File: src/hw/rtl/flsa_pkg.sv
`timescale 1ns / 1ps
// ----------------------------------------------------------------------------
// flsa_pkg
// shared codes, types and constants of the free list segment allocator
// ----------------------------------------------------------------------------
package flsa_pkg;

  localparam int SIZE_W    = 32;
  localparam int NEED_W    = 33;
  localparam int CFG_IDX_W = 2;

  localparam logic [SIZE_W-1:0] SIZE_SAT = 32'hFFFF_FFFF;

  localparam logic [1:0] FIT_FIRST = 2'd0;
  localparam logic [1:0] FIT_BEST  = 2'd1;
  localparam logic [1:0] FIT_WORST = 2'd2;

  localparam logic [CFG_IDX_W-1:0] CFG_FIT_MODE   = 2'd0;
  localparam logic [CFG_IDX_W-1:0] CFG_HEAP_BASE  = 2'd1;
  localparam logic [CFG_IDX_W-1:0] CFG_HEAP_LIMIT = 2'd2;

  localparam logic [1:0]        FIT_MODE_RESET   = FIT_FIRST;
  localparam logic [SIZE_W-1:0] HEAP_BASE_RESET  = 32'd4096;
  localparam logic [SIZE_W-1:0] HEAP_LIMIT_RESET = 32'd1048576;

  typedef enum logic [1:0] {
    OPC_ALLOC = 2'd0,
    OPC_FREE  = 2'd1,
    OPC_CLEAR = 2'd2,
    OPC_NOP   = 2'd3
  } opcode_t;

  typedef enum logic [1:0] {
    ST_OK         = 2'd0,
    ST_OOM        = 2'd1,
    ST_TABLE_FULL = 2'd2,
    ST_NULL_FREE  = 2'd3
  } status_t;

  typedef enum logic [4:0] {
    S_IDLE,
    S_DISPATCH,
    S_ALIGN,
    S_SCAN_INIT,
    S_SCAN,
    S_DECIDE,
    S_BRK,
    S_SHDN_INIT,
    S_SHDN,
    S_SHUP_INIT,
    S_SHUP,
    S_INSERT,
    S_MRG_RD0,
    S_MRG_CUR,
    S_MRG_NEXT,
    S_MRG_CMP,
    S_DONE
  } ctrl_state_t;

  typedef enum logic [4:0] {
    OP_NONE,
    OP_LOAD,
    OP_ALIGN,
    OP_SCAN_INIT,
    OP_SCAN,
    OP_GRANT,
    OP_BRK,
    OP_SHDN_INIT,
    OP_SHDN,
    OP_SHUP_INIT,
    OP_SHUP,
    OP_INSERT,
    OP_MRG_RD0,
    OP_MRG_CUR,
    OP_MRG_RDJ,
    OP_MRG_CMP,
    OP_CLEAR
  } dp_op_t;

  typedef struct packed {
    dp_op_t op;
    logic   publish;
  } dp_cmd_t;

  typedef struct packed {
    logic is_alloc;
    logic is_free;
    logic is_clear;
    logic reject;
    logic align_done;
    logic scan_done;
    logic found;
    logic shdn_done;
    logic shup_done;
    logic merge_more;
    logic merge_hit;
  } dp_status_t;

endpackage

File: src/hw/rtl/flsa_ctrl.sv
`timescale 1ns / 1ps
// ----------------------------------------------------------------------------
// flsa_ctrl
// sequencer for allocate, free and clear requests, output beat control
// ----------------------------------------------------------------------------
module flsa_ctrl (
  input  logic                 clk,
  input  logic                 rst,
  input  logic                 in_valid,
  output logic                 in_ready,
  output logic                 out_valid,
  input  logic                 out_ready,
  input  flsa_pkg::dp_status_t sts,
  output flsa_pkg::dp_cmd_t    cmd
);

  flsa_pkg::ctrl_state_t state, state_next;
  logic                  out_valid_next;

  always_ff @(posedge clk) begin
    if (rst) begin
      state     <= flsa_pkg::S_IDLE;
      out_valid <= 1'b0;
    end else begin
      state     <= state_next;
      out_valid <= out_valid_next;
    end
  end

  always_comb begin
    state_next  = state;
    cmd.op      = flsa_pkg::OP_NONE;
    cmd.publish = 1'b0;
    in_ready    = (state == flsa_pkg::S_IDLE);
    unique case (state)
      flsa_pkg::S_IDLE: begin
        if (in_valid) begin
          cmd.op     = flsa_pkg::OP_LOAD;
          state_next = flsa_pkg::S_DISPATCH;
        end
      end
      flsa_pkg::S_DISPATCH: begin
        if (sts.is_alloc) begin
          state_next = flsa_pkg::S_ALIGN;
        end else if (sts.is_free) begin
          state_next = sts.reject ? flsa_pkg::S_DONE : flsa_pkg::S_SCAN_INIT;
        end else begin
          if (sts.is_clear) begin
            cmd.op = flsa_pkg::OP_CLEAR;
          end
          state_next = flsa_pkg::S_DONE;
        end
      end
      flsa_pkg::S_ALIGN: begin
        if (sts.align_done) begin
          state_next = flsa_pkg::S_SCAN_INIT;
        end else begin
          cmd.op = flsa_pkg::OP_ALIGN;
        end
      end
      flsa_pkg::S_SCAN_INIT: begin
        cmd.op     = flsa_pkg::OP_SCAN_INIT;
        state_next = flsa_pkg::S_SCAN;
      end
      flsa_pkg::S_SCAN: begin
        cmd.op = flsa_pkg::OP_SCAN;
        if (sts.scan_done) begin
          state_next = sts.is_alloc ? flsa_pkg::S_DECIDE : flsa_pkg::S_SHUP_INIT;
        end
      end
      flsa_pkg::S_DECIDE: begin
        if (sts.found) begin
          cmd.op     = flsa_pkg::OP_GRANT;
          state_next = flsa_pkg::S_SHDN_INIT;
        end else begin
          state_next = flsa_pkg::S_BRK;
        end
      end
      flsa_pkg::S_BRK: begin
        cmd.op     = flsa_pkg::OP_BRK;
        state_next = flsa_pkg::S_DONE;
      end
      flsa_pkg::S_SHDN_INIT: begin
        cmd.op     = flsa_pkg::OP_SHDN_INIT;
        state_next = flsa_pkg::S_SHDN;
      end
      flsa_pkg::S_SHDN: begin
        cmd.op = flsa_pkg::OP_SHDN;
        if (sts.shdn_done) begin
          state_next = sts.is_free ? flsa_pkg::S_MRG_NEXT : flsa_pkg::S_DONE;
        end
      end
      flsa_pkg::S_SHUP_INIT: begin
        cmd.op     = flsa_pkg::OP_SHUP_INIT;
        state_next = flsa_pkg::S_SHUP;
      end
      flsa_pkg::S_SHUP: begin
        cmd.op = flsa_pkg::OP_SHUP;
        if (sts.shup_done) begin
          state_next = flsa_pkg::S_INSERT;
        end
      end
      flsa_pkg::S_INSERT: begin
        cmd.op     = flsa_pkg::OP_INSERT;
        state_next = flsa_pkg::S_MRG_RD0;
      end
      flsa_pkg::S_MRG_RD0: begin
        cmd.op     = flsa_pkg::OP_MRG_RD0;
        state_next = flsa_pkg::S_MRG_CUR;
      end
      flsa_pkg::S_MRG_CUR: begin
        cmd.op     = flsa_pkg::OP_MRG_CUR;
        state_next = flsa_pkg::S_MRG_NEXT;
      end
      flsa_pkg::S_MRG_NEXT: begin
        if (sts.merge_more) begin
          cmd.op     = flsa_pkg::OP_MRG_RDJ;
          state_next = flsa_pkg::S_MRG_CMP;
        end else begin
          state_next = flsa_pkg::S_DONE;
        end
      end
      flsa_pkg::S_MRG_CMP: begin
        cmd.op     = flsa_pkg::OP_MRG_CMP;
        state_next = sts.merge_hit ? flsa_pkg::S_SHDN_INIT : flsa_pkg::S_MRG_NEXT;
      end
      flsa_pkg::S_DONE: begin
        if (!out_valid || out_ready) begin
          cmd.publish = 1'b1;
          state_next  = flsa_pkg::S_IDLE;
        end
      end
      default: begin
        state_next = flsa_pkg::S_IDLE;
      end
    endcase
    out_valid_next = cmd.publish || (out_valid && !out_ready);
  end

`ifndef SYNTHESIS
  a_accept_dispatch: assert property (@(posedge clk) disable iff (rst)
    (in_valid && in_ready) |=> (state == flsa_pkg::S_DISPATCH))
    else $error("accepted request not dispatched");
  a_done_holds: assert property (@(posedge clk) disable iff (rst)
    (state == flsa_pkg::S_DONE && out_valid && !out_ready) |=>
    (state == flsa_pkg::S_DONE && out_valid))
    else $error("finished result overran a stalled output beat");
`endif

endmodule

File: config.mk
export PLATFORM = sky130hd
export DESIGN_NAME = flsa_ctrl
export DESIGN_NICKNAME = d
export VERILOG_FILES = /design/src/hw/rtl/flsa_pkg.sv /design/src/hw/rtl/flsa_ctrl.sv
export SDC_FILE = /design/constraint.sdc
export NUM_CORES = 1
export LEC_CHECK = 0
export BUFFER_PORTS_ARGS = -buffer_cell sky130_fd_sc_hd__buf_2
export CAP_MARGIN = 0
export CORE_MARGIN = 1.5
export CORE_UTILIZATION = 50
export CTS_BUF_LIST = sky130_fd_sc_hd__clkbuf_2 sky130_fd_sc_hd__clkbuf_4 sky130_fd_sc_hd__clkbuf_8
export DETAILED_ROUTE_END_ITERATION = 10
export PLACE_DENSITY = 0.79
export SLEW_MARGIN = 20
export SYNTH_ARGS = -nofsm -noshare
export SYNTH_HDL_FRONTEND = slang
export SYNTH_SLANG_ARGS = --single-unit
File: constraint.sdc
create_clock -name clk -period 2.35 [get_ports clk]
set_input_delay 0.1175 -clock clk [delete_from_list [all_inputs] [get_ports clk]]
set_output_delay 0.1175 -clock clk [all_outputs]
set_load 0.03 [all_outputs]
Word level (Yosys, flattened, before mapping):

Index checks and enable logic that the tools add are counted.

* output and inout port bits: 8
* input port bits: 15
* register bits: 6
* word-level logic and storage cells: 56

* equal/unequal tests: 22
* mux-type cells: 25
* reduce and logical (&&, ||, !) cells: 7

Operator list (count)
* case mux 5 bit (17 select lines): 1
* case mux 5 bit (16 select lines): 1
* 2-to-1 mux 5 bit: 14
* equality test 5 x 4 -> 1 bit (second input constant): 8
* equality test 5 x 3 -> 1 bit (second input constant): 4
* 2-to-1 mux 4 bit: 3
* inequality test 2 bit (second input constant): 6
* equality test 5 x 2 -> 1 bit (second input constant): 2
* AND reduction 6 bit: 1
* equality test 5 x 1 -> 1 bit (second input constant): 1
* equality test 5 bit (second input constant): 1
* logical NOT 5 bit: 1
* 2-to-1 mux 1 bit: 4
* 2-to-1 mux 3 bit: 1
* logical NOT 1 bit: 2
* logical OR 1 bit: 2
* 2-to-1 mux 2 bit: 1
* logical AND 1 bit: 1

Longest topological paths before layout:

Gate-level depths: netlist of the first run.

* depth after elaboration: 5
* mapped depth: 7

Worst setup path after synthesis of the first run:

Ideal clock, no wire load.

* kind: register to output
* start: register state[1]
* end: output cmd[5] (netlist bit)
* data required time: 2.233 ns
* setup slack: 0.299 ns
* arrival: 1.933 ns
* cell stages (with the launch flop): 5
* path buffers: 1
* cells stage by stage: dfxtp_1 > buf_6 > or3_4 > or3_4 > nor3b_1

RTL lines
* from (decl): line flsa_ctrl.sv:17 `flsa_pkg::ctrl_state_t state, state_next;`
* from (signal assigned): line flsa_ctrl.sv:22 `state <= flsa_pkg::S_IDLE;`
* from (signal assigned): line flsa_ctrl.sv:25 `state <= state_next;`
* to (decl): line flsa_ctrl.sv:14 `output flsa_pkg::dp_cmd_t cmd`

==> run summary, run 1 <==
max-cap viol count - 0
# Post-CTS Setup Buffers - 0
Post-Place Cells - 128
wirelength, routed - 1990 um
Post-Synthesis Cell Area - 697 um2
H-Tree Level Count - 1
height of the die - 40.3 um
via count - 826
Yosys top cell area share - 17.2%
first-pass iteration count of the detailed router - 4
CP Capture Type - primary output
Yosys cell types - 41
EDFF count, synth - 0
GR Layer Usage met2 - 46.8%
slowest stage delay, CP - 0.50 ns
Slew Viols, Final - 0
cell area power density - 613 mW/mm2
Max-slew headroom - 57.8%
Worst-path clk slew - 0.04 ns
HPWL after detailed placement - 1500 um
Worst Hold Depth - 2
clk sink count - 6
first-pass GRT wire length - 3300 um
Layout Skew - 0.00189 ns
Peak VDD IR - 239 uV
GR Util met3 - 5.56%
FP Rows - 13
Initial Utilization - 53.6%
CP max stage cell - dfxtp_1
post-synth top area cell - dfxtp_1
Area contributors post-synth - dfxtp_1 (17%), nor2_1 (5.9%), a21oi_1 (5.7%), nand2b_1 (5.4%), nor2b_1 (4.5%)
min Tclk post-route - 2.10 ns
Period Utilization, post-route - 89.3%
Synth Flop Type - dfxtp_1
CP Data Required Time - 2.23 ns
Hold Crit Start - rst
ys async rst share - 0%
Area Overhead vs Synth - 17.8%
Hold Buf Count CTS - 0
Die Span X - 40.3 um
vias in the first global route - 767
synth warn - 0
most frequent CP cell - or3_4
Resized cells post-CTS - 0
Port Buf Inserts - 22
Worst R2R Path Depth - 5
GR Layer Usage met1 - 37.9%
Detail Route Antenna Nets - 0
Slew @ Worst Pin - 0.632 ns
number of buffers created by CTS - 3
maximum clock rate - 477 MHz
final setup fails - 0
drt drc - 0
sequential-to-total area share from yosys stat - 17.2%
nets - 133
initial antenna violation count - 0
Post-Synthesis Mean Instance Area - 7.18 um2
share of layout cells above drive strength 1 - 29.3%
clock latency on the worst-skew pair - 0.24 ns
CTS tree - done
crit path DAT - 1.98 ns
class of the worst hold path - in2reg
Crit Reg-Reg Endpoint - state[2]
syn_nets - 112
busiest grt layer - met2
#FFs+latches synth - 6
DR WL/cell - 15.2 um
First DRT Iteration DRCs - 30
GPL Wtd Cong - 0.873
root buf cell - clkbuf_4
status - finished, final reports clean
critical-path cell list - or3_4 > or3_4 > nor3b_1 > buf_2
Fin Setup TNS - 0 ns
ANT cells - 0
commonest cells after routing, fill and taps aside - buf_2 (22), nor2_1 (11), a21oi_1 (8)
FF-to-FF Start - state[2]
via density per instance - 6.31
final hold violation count - 0
GR Util All Layers - 29.9%
Leakage Power - 0.329 nW
Synth Instances - 97
RSZ-0062 raised after global routing - false
most common cell after layout, fill and taps aside - buf_2
worst setup path category - reg2out
WHS Endpoint - state[1]
core area - 0.00130 mm2
global route overflow - 0
clock tree buffer depth - 2
# IOs - 23
Max Fanout on Critical Path - 19
r2r setup slk - 0.32 ns
largest net degree at the start of global routing - 20
CP Launch Type - register
Post-Layout Cell Count - 131
die area - 0.00163 mm2
## how the worst max path moves through the flow
stage	slack (ns)	depth (start not counted)	from	to
floorplan	0.30	4	state[1]	cmd[5]
global placement	0.43	5	state[2]	state[2]
detailed placement	0.35	5	state[2]	state[2]
CTS	0.25	4	state[3]	cmd[5]
global route	0.11	4	state[3]	cmd[5]
finish	0.25	4	state[3]	cmd[5]
## report_power, final
part | switching [mW] | internal, mW | total [mW] | leakage [nW]
registers | 0.0368 | 0.113 | 0.150 | 0.0487
logic | 0.151 | 0.110 | 0.261 | 0.266
clock network | 0.0341 | 0.0576 | 0.0916 | 0.0138
total | 0.222 | 0.281 | 0.503 | 0.329
## flip-flops by register name, summed over array words and instances, names as in the netlist
name and cells:
out_valid 1, state 5
## final cells by class
type	count	area (um2)
Timing Repair Buffer	24	125
Inverter	2	7.51
Multi-Input combinational cell	81	527
Fill cell	126	480
Sequential cell	6	120
Clock buffer	3	22.5
Tap cell	15	18.8
## per-stage QoR
step | worst slack (ns) | utilization, % | instance area, um2 | power, mW | hold slack, ns
after global routing | 0.113 | 63.1 | 821 | 0.546 | 0.124
after global placement | 0.430 | 61.3 | 798 | 0.401 | 0.362
after floorplan | 0.299 | - | 697 | 0.340 | 0.187
after CTS | 0.249 | 63.1 | 821 | 0.505 | 0.116
after detailed placement | 0.351 | 61.3 | 798 | 0.410 | 0.372
final | 0.252 | 63.1 | 821 | 0.503 | 0.129
## routing by layer
| layer | part of all wire [%] | wire length, um |
|---|---|---|
| met1 | 42 | 835 |
| met2 | 49 | 985 |
| met3 | 6.0 | 119 |
| met4 | 2.7 | 53 |
| met5 | 0 | 0 |
## cell usage after synthesis, types with 2 or more instances
cell	instances
nor2_1	11
a21oi_1	8
nand2_1	7
dfxtp_1	6
nand2b_1	6
clkbuf_1	5
nor2b_1	5
nor3_1	3
o21ai_0	3
a211oi_1	2
a21o_1	2
a31oi_1	2
a32oi_1	2
mux2i_1	2
nand3_1	2
nor4b_1	2
o22ai_1	2
o31ai_1	2
o32a_1	2
or3_4	2
## logic make-up (layout without fill, tap and decap cells)
| kind of cell | after synthesis | in the layout | share of synthesized area [%] |
|---|---|---|---|
| AOI/OAI and AO/OA | 33 | 33 | 33.4 |
| buffers and inverters | 10 | 29 | 7.18 |
| DFF | 6 | 6 | 17.2 |
| muxes | 2 | 2 | 2.87 |
| and+or+nand+nor | 46 | 46 | 39.3 |
## worst max-delay path, delay by kind of cell (launching register included)
| kind | cells | cell delay, ns |
|---|---|---|
| AND/OR/NAND/NOR | 3 | 1.02 |
| flip-flops | 1 | 0.50 |
| buffers and inverters | 1 | 0.22 |
Note: power is estimated with default switching activity, not from simulation.
==> run 2, diff against run 1 <==
- HOLD_SLACK_MARGIN: not set -> 0.1
- REMOVE_ABC_BUFFERS: not set -> 1
==> run 2 against run 1 <==
Sequential share of layout area decreased by 0.13 points. Non-clock buffer count grew 1. Count of clock-buffer cells in the layout did not move. Combinational power increased by 2%. Final cell count up 0.76%. Worst hold slack worse by 0.015 ns. Die area did not move. Critical path depth did not move. Power decreased by 0.96%. Flip-flop and latch count did not move. Routed wire length is 8.8% lower. Setup slack improved by 0.014 ns. Highest routed layer is now met3.
==> run summary, run 2 (same netlist as run 1, synthesis figures left out) <==
min Tclk post-route - 2.08 ns (-0.0138 ns)
final hold violation count - 0 (unchanged)
clock latency on the worst-skew pair - 0.24 ns (about the same)
HPWL after detailed placement - 1360 um (-9.1%)
Max-slew headroom - 58.7% (+0.96 points)
Layout Skew - 0.00344 ns (+0.00154 ns)
Worst R2R Path Depth - 5 (unchanged)
Slew Viols, Final - 0 (unchanged)
# IOs - 23 (unchanged)
WHS Endpoint - state[2]
Hold Crit Start - rst
FF-to-FF Start - state[3]
nets - 134 (+0.75%)
Peak VDD IR - 360 uV (+51%)
first-pass GRT wire length - 2630 um (-20%)
Die Span X - 40.3 um (unchanged)
crit path DAT - 1.97 ns (about the same)
CTS tree - done
Top Registers - state: 5 flops, out_valid: 1 flops
Worst Hold Depth - 2 (unchanged)
via count - 816 (-1.2%)
CP Data Required Time - 2.23 ns (about the same)
global route overflow - 0 (unchanged)
CP Capture Type - primary output
ANT cells - 0 (unchanged)
Crit Reg-Reg Endpoint - state[2]
Worst-path clk slew - 0.04 ns (about the same)
Leakage Power - 0.334 nW (+1.7%)
first-pass iteration count of the detailed router - 5 (+1)
largest register by flop count - state
max FFs per register - 5 (unchanged)
maximum clock rate - 480 MHz (+0.66%)
H-Tree Level Count - 1 (unchanged)
r2r setup slk - 0.44 ns (+0.12 ns)
Period Utilization, post-route - 88.7% (-0.59 points)
vias in the first global route - 616 (-20%)
# Post-CTS Setup Buffers - 0 (unchanged)
DR WL/cell - 13.8 um (-9.5%)
commonest cells after routing, fill and taps aside - buf_2 (22), nor2_1 (11), a21oi_1 (8)
number of buffers created by CTS - 3 (unchanged)
clk sink count - 6 (unchanged)
root buf cell - clkbuf_4
register area - 120 um2 (unchanged)
status - finished, final reports clean
multi-input combinational cell area - 527 um2 (unchanged)
Area Overhead vs Synth - 18.9%
largest net degree at the start of global routing - 20 (unchanged)
most common cell after layout, fill and taps aside - buf_2
FP Rows - 13 (unchanged)
Port Buf Inserts - 22 (unchanged)
clock tree buffer depth - 2 (unchanged)
First DRT Iteration DRCs - 27 (-10%)
Initial Utilization - 53.6% (unchanged)
via density per instance - 6.18 (-2.0%)
max-cap viol count - 0 (unchanged)
die area - 0.00163 mm2 (unchanged)
initial antenna violation count - 0 (unchanged)
wirelength, routed - 1820 um (-8.8%)
GPL Wtd Cong - 0.863 (-1.1%)
worst setup path category - reg2out
Post-Place Cells - 129 (+0.78%)
Detail Route Antenna Nets - 0 (unchanged)
cell area power density - 601 mW/mm2 (-1.9%)
Resized cells post-CTS - 0 (unchanged)
core area - 0.00130 mm2 (unchanged)
Max Fanout on Critical Path - 19 (unchanged)
RSZ-0062 raised after global routing - false
class of the worst hold path - in2reg
height of the die - 40.3 um (unchanged)
Fin Setup TNS - 0 ns (unchanged)
GR Util All Layers - 23.9% (-6.0 points)
worst hold slack - 0.114 ns (-0.0146 ns)
final setup fails - 0 (unchanged)
Hold Buf Count CTS - 0 (unchanged)
fin util - 63.7% (+0.58 points)
share of layout cells above drive strength 1 - 29.9% (+0.60 points)
CP Launch Type - register
drt drc - 0 (unchanged)
Post-Layout Cell Count - 132 (+0.76%)
Fillers - 123 (-2.4%)
Slew @ Worst Pin - 0.618 ns (-0.0144 ns)
-- run 2: changes by cell type in the layout (fill, tap and decap cells not counted) --
cell and change:
buf_4 +1
-- run 2: worst max path at each step --
stage	startpoint	end	slack [ns]
6_report	state[3]	cmd[0]	0.27
5_1_grt	state[3]	cmd[5]	0.16
4_1_cts	state[3]	cmd[5]	0.27
3_5_place_dp	state[3]	state[2]	0.47
3_3_place_gp	state[3]	state[2]	0.53
2_1_floorplan	state[1]	cmd[5]	0.25
-- run 2: report_power, final --
part / internal [mW] / switching (mW)
clock network: 0.0575 / 0.0328
logic: 0.111 / 0.155
registers: 0.113 / 0.0281
-- run 2: metrics by stage --
stage               total power, mW  setup slack (ns)  cell area [um2]
global placement              0.401             0.529              806
CTS                           0.502             0.275              828
finish                        0.498             0.265              828
global route                  0.537             0.162              828
detailed placement            0.406             0.471              806
floorplan                     0.324             0.246              654
-- run 2: cell type report --
class	count	area share, %
multi-input cells	81	63.6
repair buffers	25	16.0
flip-flops and latches	6	14.5
clock buffers	3	2.72
well taps	15	2.27
inverters	2	0.906
-- run 2: worst max-delay path, cell delays in order, from the launching register on --
cell,delay (ns)
dfxtp_1,0.50
or3_4,0.43
or3b_2,0.49
nor2b_1,0.11
buf_2,0.20
-- run 2: metal layers --
metal,track usage [%],vias up,wire (um)
met1,33.7,379,812
met4,11.7,0,0
met2,34.9,28,932
met3,3.33,0,72
met5,0,-,0
li1,-,409,-
